==> src/hdl/mpsd_pkg.sv <==
// shared types and constants of the pixel set distance core
`timescale 1ns / 1ps

package mpsd_pkg;

  localparam int ACTION_W = 2;
  localparam int PIX_W    = 12;
  localparam int VALUE_W  = 8;
  localparam int MODE_W   = 2;
  localparam int DIST_W   = 21;
  localparam int ABS_W    = 17;   // local + origin, wide enough for the sum of two 12-bit values

  localparam logic [DIST_W-1:0] DIST_MAX = {DIST_W{1'b1}};

  localparam logic [ACTION_W-1:0] ACT_LOAD_A  = 2'd0;
  localparam logic [ACTION_W-1:0] ACT_LOAD_B  = 2'd1;
  localparam logic [ACTION_W-1:0] ACT_COMPUTE = 2'd2;

  localparam logic [MODE_W-1:0] MODE_DX   = 2'd0;
  localparam logic [MODE_W-1:0] MODE_DY   = 2'd1;
  localparam logic [MODE_W-1:0] MODE_EUCL = 2'd2;

  typedef struct packed {
    logic load;        // pixel transaction accepted
    logic start;       // compute transaction accepted
    logic issue;       // read one pair this cycle
    logic sqrt_start;
    logic sqrt_step;
    logic finish;      // load result register
  } ctrl_cmd_t;

  typedef struct packed {
    logic skip;        // empty set or unused mode
    logic last_pair;
    logic pipe_idle;
    logic root_mode;
    logic sqrt_done;
  } ctrl_stat_t;

endpackage

==> src/hdl/mpsd_ctrl.sv <==
// sequencing state machine: load, pair scan, drain, root, result
`timescale 1ns / 1ps

module mpsd_ctrl import mpsd_pkg::*; (
  input  logic       clk,
  input  logic       rst,
  input  logic       in_valid,
  input  logic       in_is_compute,
  output logic       in_ready,
  output logic       res_valid,
  input  logic       res_ready,
  output ctrl_cmd_t  cmd,
  input  ctrl_stat_t stat
);
  typedef enum logic [2:0] {IDLE, SCAN, DRAIN, ROOT, FINISH} state_t;
  state_t state;
  logic   acc;

  assign in_ready = (state == IDLE) && (!in_is_compute || !res_valid);
  assign acc      = in_valid && in_ready;

  always_comb begin
    cmd            = '0;
    cmd.load       = acc && !in_is_compute;
    cmd.start      = acc && in_is_compute;
    cmd.issue      = (state == SCAN) && !stat.skip;
    cmd.sqrt_start = (state == DRAIN) && stat.pipe_idle && stat.root_mode;
    cmd.sqrt_step  = (state == ROOT) && !stat.sqrt_done;
    cmd.finish     = (state == FINISH);
  end

  always_ff @(posedge clk) begin
    if (rst) begin
      state     <= IDLE;
      res_valid <= 1'b0;
    end else begin
      if (res_valid && res_ready) res_valid <= 1'b0;
      unique case (state)
        IDLE: begin
          if (acc && in_is_compute) state <= SCAN;
        end
        SCAN: begin
          if (stat.skip) state <= FINISH;
          else if (stat.last_pair) state <= DRAIN;
        end
        DRAIN: begin
          if (stat.pipe_idle) state <= stat.root_mode ? ROOT : FINISH;
        end
        ROOT: begin
          if (stat.sqrt_done) state <= FINISH;
        end
        FINISH: begin
          res_valid <= 1'b1;
          state     <= IDLE;
        end
        default: state <= IDLE;
      endcase
    end
  end
endmodule

==> config.mk <==
export PLATFORM = sky130hd
export DESIGN_NAME = mpsd_ctrl
export DESIGN_NICKNAME = d
export VERILOG_FILES = /design/src/hdl/mpsd_pkg.sv /design/src/hdl/mpsd_ctrl.sv
export SDC_FILE = /design/constraint.sdc
export NUM_CORES = 1
export LEC_CHECK = 0
export ABC_AREA = 1
export BUFFER_PORTS_ARGS = -buffer_cell sky130_fd_sc_hd__buf_4
export CAP_MARGIN = 40
export CORE_AREA = 5 5 42 44
export DETAILED_ROUTE_END_ITERATION = 16
export DIE_AREA = 0 0 47 49
export RECOVER_POWER = 50
export SYNTH_ARGS = -nofsm -noshare
export SYNTH_HDL_FRONTEND = slang
export SYNTH_SLANG_ARGS = --single-unit
==> constraint.sdc <==
create_clock -name clk -period 2.28 [get_ports clk]
set_input_delay 0.228 -clock clk [delete_from_list [all_inputs] [get_ports clk]]
set_output_delay 0.228 -clock clk [all_outputs]
set_load 0.02 [all_outputs]
; ---- Word level (Yosys, flattened, before mapping)
; Index checks and enable logic that the tools add are counted.
; W data, S select, Z words.
[word_totals]
reg_bits = 4
output_inout_bits = 8
elab_cells = 36
[classes]
eq_ne = 8
mux = 9
reduce_logical = 17
[ops]
columns = cell, count
row1 = $mux W3, 6
row2 = $pmux W3 S4, 1
row3 = $logic_and A1 B1 Y1, 9
row4 = $eq A3 B2 Y1 const B, 2
row5 = $ne A2 B2 Y1 const B, 3
row6 = $logic_not A1 Y1, 4
row7 = $reduce_and A4 Y1, 1
row8 = $eq A3 B1 Y1 const B, 1
row9 = $eq A3 B3 Y1 const B, 1
row10 = $logic_not A3 Y1, 1
row11 = $ne A3 B3 Y1 const B, 1
row12 = $mux W1, 2
row13 = $reduce_bool A2 Y1, 1
row14 = $logic_or A1 B1 Y1, 1

; ---- Depth between registers and ports, before layout
; Gate-level depths: netlist of the first run.
[depth]
depth_word = 7
depth_mapped = 8
depth_no_buf = 8

; ---- Worst setup path after synthesis of the first run
; OpenSTA, ideal clock, no wires.
[synth_path]
path_kind = reg2out
from = reg state[1]
to = out cmd[4] (netlist name)
t_arrival_ns = 1.196
t_required_ns = 2.052
slack_ns = 0.856
stages_incl_launch_ff = 6
n_path_buf = 0
path_cell_list = dfxtp_1 -> inv_2 -> nand3_2 -> a21oi_2 -> nand2_1 -> nor2_1
[synth_lines]
columns = element, line
row1 = "start, declared", mpsd_ctrl.sv:16  ; state_t state;
row2 = "start signal, assigned", mpsd_ctrl.sv:47  ; if (stat.pipe_idle) state <= stat.root_mode ? ROOT : FINISH;
row3 = "end, declared", mpsd_ctrl.sv:12  ; output ctrl_cmd_t cmd,

==> metrics.txt, run 1 <==
Leakage=0.000289 uW; Hold Crit Class=primary input to flip-flop; Worst Path Required=between 2 and 2.5 ns; WL final=between 800 and 900 um; DRT iter0 DRCs=4; first drt pass iteration count=4; CTS root buf=clkbuf_4; row cnt=14; Max transition margin=roughly 78%; Crit Path Category=flip-flop to primary output; vias in the first global route=roughly 360; initial antenna violation count=0; post-route setup slack=around 0.76 ns; RSZ-0062 raised after global routing=false; Worst-path clk slew=~0.040 ns; largest net degree at the start of global routing=7; Final period util=66.6%; Synth area leaders=dfxtp_1, nor2_1, inv_1; Setup Skew=between 0.004 and 0.005 ns; DRC violations left=0; P&R area growth vs syn=47.5%; Layout Utilization=about 35%; upper clock frequency limit=0.658 GHz; combinational cell fraction of total power=59.0%; cell-internal power=about 250 uW; top cells by count, synth=nor2_1, inv_1, nand2_1; layout cells sized above 1=34.2%; RePlAce Congestion=~0.76; Fin. Hold Viols=0; DIE WIDTH=approximately 47 um; maximum VDD drop=about 0.33 mV; Post-synth EDFFs=0; Clock Power Share=roughly a fifth; global-route usage over all layers=8.44%; top cell type's share of synthesized area=24.3%; first-pass GRT wire length=around 1.4 mm; actual slew at the worst max-slew pin=0.322 ns; R2R depth=7; pwr dens=955 nW/um2; H-tree Lvls=1; CP max-delay cell=dfxtp_1; Startpoint Class=flip-flop; Sum Neg Setup Slack=0 ns; number of nets in the layout=88; Inserted Clock Buffers=3; syn nets=66; Critical Path AT=between 1 and 1.5 ns; family with the most delay on the worst path=simple AND/OR/NAND/NOR gates; critical path depth in cells=5; Die Ht=between 40 and 50 um; Clock Latency Late Sink=0.23 ns; FF+latch count, synth=4; clock buffer depth=2; commonest register cell after synthesis=dfxtp_1; Max Cap Viol=0; via count=387; FFs w/ async S/R, synth=0%; Setup Viol. Count Final=0; status=completed; worst-path cell chain=inv_2 -> nor2_1 -> nand3_1 -> inv_1 -> buf_4; Final min period=roughly 1.5 ns; core box area=1400 um2; Setup WS pre-CTS=1.04 ns; Seq pwr share=between 20 and 25%; TritonCTS clock tree=built; leading area contributor after synthesis=dfxtp_1; Antenna Cells=0; post-CTS sizing=0; WP buf/inv=3; count leader, synth=nor2_1; Worst Setup End Kind=primary output; Final Hold Slack=around 0.17 ns; global route overflow=0; P_sw=213 uW; Max Slew Vio Count=0; Syn. warnings=0; Cell variety after synth=16; slowest cell delay on critical path=approximately 0.36 ns; worst hold path cell count=2; Seq/Total Area, Yosys=24.3%; syn avg cell area=slightly below 6 um2; boundary pin count=18; Final ANT Viol Nets=0; Post-CTS Setup Inserts=0; clock sinks=4; cts hold-fix bufs=0; post-DR wirelength/cell=between 9 and 10 um; DIE AREA=2300 um2; switch share=45.9%; Mapped Area=329 um2; CP Max Fanout=5; Mapped Cells=56; post-detail-place hpwl=between 700 and 800 um; vias per cell=between 4 and 5; Initial Util=around a quarter; Placed Area=between 400 and 500 um2; Buffers on Ports=17; final instance area=485 um2
area by class of cell:
cell class              instances  area [um2]
fillers                       157         916
multi-input cells              38         186
repair buffers                 17         124
flip-flops and latches          4        80.1
inverters                      14        52.6
clock buffers                   3        22.5
well taps                      16        20.0
path summary, 6_finish.rpt:
path / slack (ns) / start / endpoint
worst max-delay path: 0.76 / state[0] / cmd[3]
worst min-delay path: 0.17 / rst / state[2]
worst max register to register: 1.02 / state[0] / state[0]
worst min register to register: 0.51 / state[2] / state[2]
sequential cells by signal, summed over array words and instances (netlist names):
| register | cells |
|---|---|
| state | 3 |
| res_valid | 1 |
cell families after synthesis:
logic type,Yosys count,synth area share (%)
compound gates,5,10.3
buf+inv,14,16.0
flops,4,24.3
simple gates,33,49.4
power groups by stage:
stage | logic, uW | clock network [uW] | registers, uW
after global placement | 285 | 0 | 106
after floorplan | 197 | 0 | 107
after detailed placement | 286 | 0 | 107
final | 273 | 86.3 | 104
after CTS | 286 | 91.6 | 106
after global routing | 312 | 101 | 107
per-stage QoR:
step	power, uW	cells
after floorplan	304	56
after global placement	391	89
after detailed placement	393	89
after CTS	484	92
after global routing	519	92
final	464	92
layout by cell type, fill, tap and decap left out, types with 2 or more instances in the layout:
cell and instances:
inv_1 12, a31oi_1 2, buf_4 16, nor2_1 16, nand4_1 2, nand2_1 6
inv_2 2, nand3_1 4, nand3_2 2, dfxtp_1 4, clkbuf_4 3
per-layer routing:
layer	share of wire [%]	vias up	GRT usage [%]
li1	-	217	-
met3	5.8	0	3.32
met5	0	-	0
met1	47	162	10.3
met2	47	8	11.8
met4	0	0	5.53
worst reg2reg max path: stages (launching register included):
cell	delay, ns
dfxtp_1	0.36
inv_2	0.08
nor2_1	0.27
nand3_2	0.12
nand3_1	0.11
nor2_1	0.07
nor2_1	0.10
nor2_1	0.05
No activity file was read; power rests on OpenSTA's default activity.
==> run 2, diff against run 1 <==
- clock period: 2.28 -> 1.35 ns (I/O delays scaled with it)
==> run 2 against run 1 <==
  * Critical endpoint is now cmd[2]
  * Die area unchanged
  * Highest routed layer unchanged
  * The flow now finishes with violations (negative setup slack)
  * Critical path type unchanged
  * Flip-flop and latch count unchanged
  * Largest power group unchanged
  * Global-route usage grew 0.63 points
==> metrics.txt, run 2 (synthesis gave the netlist of run 1 again) <==
CP max-delay cell=dfxtp_2; via count=around 430; core box area=1400 um2; pwr dens=about 1700 nW/um2; cell-internal power=~530 uW; R2R depth=8; Inserted Clock Buffers=3; Fin. Hold Viols=0; first-pass GRT wire length=between 1.5 and 2 mm; Leakage=0.000319 uW; Max Slew Vio Count=0; Clock Latency Late Sink=0.23 ns; initial antenna violation count=0; slowest cell delay on critical path=approximately 0.33 ns; RSZ-0062 raised after global routing=true; RePlAce Congestion=around 0.76; boundary pin count=18; Final ANT Viol Nets=0; worst hold path cell count=2; most common cell after layout, fill and taps aside=buf_4; global route overflow=0; Critical Path AT=roughly 1.2 ns; Final Hold Slack=roughly 0.065 ns; Setup WS pre-CTS=~0.20 ns; TritonCTS clock tree=built; P_sw=approximately 440 uW; register with the most flip-flops=state; Placed Area=between 400 and 500 um2; dpl cells=~90; Startpoint Class=flip-flop; upper clock frequency limit=~0.73 GHz; status=finished, violations left; number of nets in the layout=92; Worst Setup End Kind=primary output; layout cells sized above 1=roughly 50%; Worst-path clk slew=0.04 ns; CP most frequent cell=buf_4; DRC violations left=0; Seq pwr share=20.0%; Filler Cell Count=about 160; post-detail-place hpwl=approximately 710 um; Final period util=101%; clock buffer depth=2; Max transition margin=between 80% and 90%; Setup Skew=about 0.0042 ns; Finished Layout Cells=96; DIE AREA=approximately 2300 um2; switch share=45.2%; worst setup path endpoint=cmd[2]; first drt pass iteration count=4; Reg-to-Reg End=state[0]; total power=between 900 and 1000 uW; max FFs per register=3; commonest cells after routing, fill and taps aside=buf_4, nor2_1, inv_1; Final min period=about 1.4 ns; Buffers on Ports=17; actual slew at the worst max-slew pin=about 0.26 ns; Worst Path Required=about 1.2 ns; DIE WIDTH=between 40 and 50 um; Clock Power Share=between 10% and 20%; P&R area growth vs syn=73.4%; post-route setup slack=-0.0107 ns; Setup Viol. Count Final=2; vias per cell=4.51; vias in the first global route=~380; DRT iter0 DRCs=10; row cnt=14; Antenna Cells=0; biggest regs=state: 3 flops, res_valid: 1 flops; CTS root buf=clkbuf_4; Crit Path Category=flip-flop to primary output; worst-path cell chain=inv_4 -> buf_4 -> nand4_1 -> nor2_1 -> buf_4; Max Cap Viol=0; global-route usage over all layers=a little under a tenth; maximum VDD drop=a little over 0.6 mV; Initial Util=roughly a quarter; setup slack, reg-to-reg=between 0.15 and 0.2 ns; H-tree Lvls=1; Die Ht=~49 um; largest net degree at the start of global routing=6; WL final=between 1 and 1.5 mm; CP Max Fanout=3; Hold Crit Class=primary input to flip-flop; post-DR wirelength/cell=around 11 um; final instance area=roughly 570 um2; failing checks=negative setup slack; combinational cell fraction of total power=about two thirds; clock sinks=4; reg2reg start=state[1]; worst setup path start=state[0]
==> run 2: metal layers <==
layer / vias up / GRT usage, % / part of all wire, %
met5: - / 0 / 0
met4: 0 / 5.53 / 0
met3: 0 / 3.32 / 5.3
met2: 10 / 13.3 / 57
met1: 199 / 10.7 / 38
li1: 224 / - / -
==> run 2: layout make-up <==
type	instances	area, um2	share of cell area [%]
clock buffers	3	22.5	3.95
inverters	14	57.6	10.1
multi-input cells	38	219	38.4
flip-flops and latches	4	86.3	15.1
well taps	16	20.0	3.51
repair buffers	21	165	28.9
==> run 2: per-stage QoR <==
step / setup TNS [ns] / util, %
after floorplan: 0 / -
after global placement: 0 / 34.0
final: -0.0145 / 40.7
after CTS: 0 / 37.6
after detailed placement: 0 / 34.0
after global routing: -0.213 / 40.7
==> run 2: power groups by stage <==
stage	clock network [uW]	registers, uW	logic, uW
6_report	145	194	630
5_1_grt	170	199	685
4_1_cts	155	186	529
3_5_place_dp	0	181	482
3_3_place_gp	0	179	481
2_1_floorplan	0	180	333
==> run 2: worst min path at each step <==
stage / start / endpoint / slack, ns
final: rst / state[2] / 0.06
after global routing: rst / state[2] / 0.06
after CTS: rst / state[2] / 0.06
after detailed placement: rst / state[2] / 0.32
after global placement: rst / state[2] / 0.32
after floorplan: rst / state[2] / 0.21
==> run 2: timing repair <==
item | in CTS | in global routing
hold buffers | 0 | 0
pin swaps | 0 | 3
setup endpoints to repair | 2 | 4
gates resized for setup | 4 | 9
buffers inserted | 2 | 2
==> run 2: critical path: cells and delay by family, from the launching register on <==
kind          cells  cell delay [ns]
buf+inv           3             0.36
flops             1             0.33
simple gates      2             0.30
